--- config.mk ---
export PLATFORM = sky130hd
export DESIGN_NAME = lgu_div_cell
export DESIGN_NICKNAME = d
export VERILOG_FILES = /design/src/hw/rtl/lgu_div_cell.sv
export SDC_FILE = /design/constraint.sdc
export NUM_CORES = 1
export LEC_CHECK = 0
export BUFFER_PORTS_ARGS = -buffer_cell sky130_fd_sc_hd__buf_2
export CAP_MARGIN = 30
export CORE_MARGIN = 10
export CORE_UTILIZATION = 30
export CTS_CLUSTER_DIAMETER = 150
export DETAILED_ROUTE_END_ITERATION = 16
export GPL_ROUTABILITY_DRIVEN = 0
export PLACE_DENSITY_LB_ADDON = 0.05
export SLEW_MARGIN = 5
export SYNTH_ARGS = -nofsm -noshare
export SYNTH_HDL_FRONTEND = slang
export SYNTH_SLANG_ARGS = --single-unit
--- constraint.sdc ---
create_clock -name clk -period 4.7 [get_ports clk]
set_input_delay 0.705 -clock clk [delete_from_list [all_inputs] [get_ports clk]]
set_output_delay 0.705 -clock clk [all_outputs]
set_load 0.01 [all_outputs]
--- src/hw/rtl/lgu_div_cell.sv ---
module lgu_div_cell #(
  parameter int NUM_W  = 29,
  parameter int DEN_W  = 21,
  parameter int SIDE_W = 33
) (
  input  logic              clk,
  input  logic              rst,
  input  logic              en,
  input  logic              in_vld,
  input  logic [DEN_W-1:0]  in_rem,
  input  logic [NUM_W-1:0]  in_nq,
  input  logic [DEN_W-1:0]  in_den,
  input  logic [SIDE_W-1:0] in_side,
  output logic              out_vld,
  output logic [DEN_W-1:0]  out_rem,
  output logic [NUM_W-1:0]  out_nq,
  output logic [DEN_W-1:0]  out_den,
  output logic [SIDE_W-1:0] out_side
);

  logic [DEN_W:0] trial;
  logic [DEN_W:0] sub;
  logic           ge;

  // one restoring step: bring down the next dividend bit, shift in a quotient bit
  always_comb begin
    trial = {in_rem, in_nq[NUM_W-1]};
    sub   = trial - {1'b0, in_den};
    ge    = (trial >= {1'b0, in_den});
  end

  always_ff @(posedge clk) begin
    if (rst) begin
      out_vld <= 1'b0;
    end else if (en) begin
      out_vld <= in_vld;
    end
  end

  always_ff @(posedge clk) begin
    if (en) begin
      out_rem  <= ge ? sub[DEN_W-1:0] : trial[DEN_W-1:0];
      out_nq   <= {in_nq[NUM_W-2:0], ge};
      out_den  <= in_den;
      out_side <= in_side;
    end
  end

endmodule

# Yosys cells after proc, flatten, opt, wreduce, memory -nomap -nowiden
# Cells that the tools add are included.
[totals]
register_bits = 105
wordCells = 8
output_inout_bits = 105
inputBits = 108
[classes]
add_sub_neg = 1
magnitude_cmp = 1
muxes = 1
[ops]
columns = ["op", "n"]
rows = [
  ["greater-or-equal comparator 22 x 21 -> 1 bit", 1],
  ["2-to-1 mux 21 bit", 1],
  ["subtractor 21 bit", 1],
]

# Depth between registers and ports, before layout
[depth]
ltp_word = 2
depth_mapped = 13
depth_no_buf = 11

# Worst setup path after synthesis
# OpenSTA, ideal clock, no wires.
[synth_path]
kind = "input -> register"
startpoint = "in in_nq[28]"
endpoint = "reg out_rem[10] (data pin)"
required_ps = 4440
arrival_ps = 2840
path_buffers = 2
path_slack_ps = 1600
path_stages = 13
setup_time_ps = 260
cell_sequence = "inv_1 ha_1 inv_1 fa_1 a21oi_2 o211ai_1 a21oi_2 o21ba_2 o21a_1 buf_6 inv_6 buf_12 mux2_4"
[synth_via]
elab_chain_len = 2
[synth_rtl]
columns = ["item", "line_no", "text"]
rows = [
  ["start: declaration", "11", "input logic [NUM_W-1:0] in_nq,"],
  ["greater-or-equal comparator 22 x 21 -> 1 bit", "29", "ge = (trial >= {1'b0, in_den});"],
  ["named net ge", "23", "logic ge;"],
  ["2-to-1 mux 21 bit", "42", "out_rem <= ge ? sub[DEN_W-1:0] : trial[DEN_W-1:0];"],
  ["end signal: assignment", "42", ""],
  ["end: declaration", "15", "output logic [DEN_W-1:0] out_rem,"],
]
# The timed path passes the listed nets, and every way through them passes these cells.
# A chain may end at the register's enable or synchronous reset.

# Final worst setup path
[layout_path]
startpoint = "in in_nq[28]"
endpoint = "reg out_rem[13] (data pin)"
[layout_via]
elab_chain_len = 2
[layout_rtl]
columns = ["item", "line_no"]
rows = [
  ["subtractor 21 bit / greater-or-equal comparator 22 x 21 -> 1 bit (equally long branches)", "28, 29"],
  ["2-to-1 mux 21 bit *", "42"],
]
# Every way passes the cells marked *; elsewhere a longest branch is shown, timed or not.

==> run metrics <==
worst skew pair latency=350 ps; Netlist cell types=48; CTS tree=built; Avg Inst Size Synth=14.4 sq um; Final Cell Area=0.00638 sq mm; core area=0.0158 sq mm; Synth Register Bits=105; worst-margin pin slew=485 ps; TNS Setup=0 ps; first-pass GRT wire length=21.8 mm; largest net degree at the start of global routing=70; fraction of layout cells with a size suffix above 1=45.5%; fmax=317 MHz; # IOs=213; main combinational cell family by area after synthesis=compound AO/OA/AOI/OAI gates; Adder-Cell Fraction of Synth Area=5.89%; Synthesized Nets=464; PnR worst setup slack=1550 ps; Slew HR=67.3%; cells along the critical path=buf_2, inv_1, ha_1, inv_1, fa_1, a21oi_2, o211ai_1, a21oi_2, o21ba_2, o21a_1, inv_6, mux2_4; crit start category=primary input; Power Dens Cells=368 mW/mm^2; Final period util=67.0%; grt total ovfl=0; largest delay contributor family on the critical path=compound AO/OA/AOI/OAI gates; fill cell total of the finished layout=1,599; Required @ worst endpoint=4810 ps; antenna violations before repair=1; number of buffers added on ports=212; CP max stage delay=400 ps; gr usage total=13.2%; final WL=14.5 mm; endpoints failing hold=0; Die Height=146 um; nets@finish=677; number of vias per cell=4.59; post-synthesis xor/xnor area fraction=2.19%; Mapped Cells=334; Setup Crit Path Kind=primary input to flop; Longest Clk Path Bufs=2; crit-path max FO=16; run status=finished, final reports clean; root buffer cell=clkbuf_16; skew final=0 ps; die area=0.0214 sq mm; RSZ-0062 raised after global routing=no; number of core rows=46; post-DP HPWL=11.5 mm; drt first pass iters=4; Multi-input gate area=0.00146 sq mm; Critical Path AT=3260 ps; Post-CTS Hold Buffers=0; First DRT Iteration DRCs=199; CTS clk-pin slew, worst paths=80 ps; Synth warnings=0; Vias=3,528; area of the mapped netlist=0.00480 sq mm; crit path time final=3150 ps; Synth Flop Type=edfxtp_1; asr flop ratio synth=0%; DR WL/cell=18.9 um; Max Slew Vio Count=0; # setup viols final=0; simple logic cell fraction of the synthesized area=5.53%; Compound-Gate Fraction of Synth Area=11.9%; Peak VDD IR=157 uV; Reg2Reg Setup Slack=4110 ps; CTS buffer count=9; initial core utilization=30.4%; # clock sinks=105; placed insts=751; EDFF count, synth=104; post-CTS setup buffers=0; H-tree Lvls=3; post-cts sizing count=0; Slowest-stage cell, CP=fa_1; Reg area=0.00314 sq mm; Max Cap Viol=0; mux cell area share after synthesis=4.88%; DRC=0; Die Wd=146 um; capturing element type of the critical path=flop; sequential element share of the synthesized area=65.5%; area grow syn2layout=32.9%; DRT antenna net count=0; Pleak=2.78 nW; Post-Layout Cell Count=769; dpl cell area=0.00605 sq mm; DP Worst Slack=1140 ps; vias in the first global route=3,657; Worst Hold Class=primary input to flop; worst path bufs/invs=4
## stage by stage
step | total power (W) | hold slack, ps | util [%]
floorplan | 0.00143 | 528 | -
global placement | 0.00163 | 479 | 38.4
detailed placement | 0.00163 | 495 | 38.4
CTS | 0.00239 | 479 | 40.2
global route | 0.00248 | 495 | 40.4
finish | 0.00235 | 494 | 40.4
## synthesized netlist by cell type, drive strengths merged (2+ instances only)
cell type  number  area [sq um]
a21boi          2          15.0
o21ai          11          55.1
o21bai          2          15.0
a21oi          22           121
a31oi           2          12.5
edfxtp        104          3120
and4            3          26.3
nor2           12          45.0
o211ai          7          52.6
o31ai           7          52.6
buf            10          77.6
and3            2          12.5
mux2i           2          20.0
nor3            4          20.0
nor2b           3          18.8
xnor2           7          61.3
a211oi          6          45.0
nand3           4          20.0
nand4           7          43.8
mux2           16           214
inv            28           110
a21o            9          67.6
o21a            7          52.6
xor2            5          43.8
clkbuf          2          8.75
nand2          15          56.3
ha             21           263
## report_power, final
group	leakage, nW	switching, W	total, W	internal, W
combinational	1.62	0.000252	0.000450	0.000198
clock	0.137	0.000374	0.000747	0.000373
sequential	1.03	0.0000193	0.00115	0.00113
total	2.78	0.000645	0.00235	0.00170
## kinds of logic (layout without fill, tap and decap cells)
logic type / Yosys count / after routing
flops: 105 / 105
other cells: 0 / 1
simple gates: 53 / 53
mux: 18 / 18
buf+inv: 40 / 258
fa+ha+maj: 22 / 22
compound gates: 84 / 84
xor+xnor: 12 / 12
## routing by layer
| metal | routed length [um] | vias to the layer above | global-route usage, % |
|---|---|---|---|
| met2 | 6770 | 160 | 21.0 |
| met5 | 0 | - | 0 |
| met1 | 6490 | 1646 | 16.1 |
| li1 | - | 1703 | - |
| met3 | 1070 | 19 | 4.48 |
| met4 | 209 | 0 | 5.01 |
## cell usage in the layout (no fill, tap or decap), types with 2 or more instances in the layout
master and instances:
buf_2 211, edfxtp_1 104, inv_1 27, ha_1 21, a21oi_1 19, nand2_1 15, nor2_1 12, o21ai_0 9
a21o_1 9, mux2_4 9, clkbuf_16 9, nand4_1 7, o211ai_1 7, o21a_1 7, o31ai_1 7, xnor2_1 7
mux2_2 7, a211oi_1 6, xor2_1 5, nand3_1 4, nor3_1 4, and4_1 3, a21oi_2 3, inv_6 3
nor2b_1 3, o21ai_1 2, o21bai_1 2, and3_1 2, a31oi_1 2, a21boi_0 2, mux2i_1 2, clkinvlp_4 2
buf_4 2
## path summary, 6_finish.rpt
path                                 from  cells after the start     endpoint
worst min register to register    out_vld                      2      out_vld
worst max-delay path            in_nq[28]                     12  out_rem[13]
worst min-delay path                  rst                      2      out_vld
worst max register to register    out_vld                      2      out_vld
## worst register-to-register path, delay by kind of cell, from the launching register on
family | cells | cell delay, ps
DFF | 1 | 310
muxes | 1 | 120
and+or+nand+nor | 1 | 50
## layout make-up
cell class | instances | share of cell area [%]
multi-input cells | 189 | 22.9
clock inverters | 7 | 1.08
flip-flops and latches | 105 | 49.3
well taps | 216 | 4.24
repair buffers | 214 | 17.2
clock buffers | 9 | 3.53
diodes | 1 | 0.0392
inverters | 28 | 1.73
## sequential cells by signal, summed over array words and instances (netlist names)
name / cells
out_den: 21
out_vld: 1
out_rem: 21
out_nq: 29
out_side: 33
Note: power is estimated with default switching activity, not from simulation.
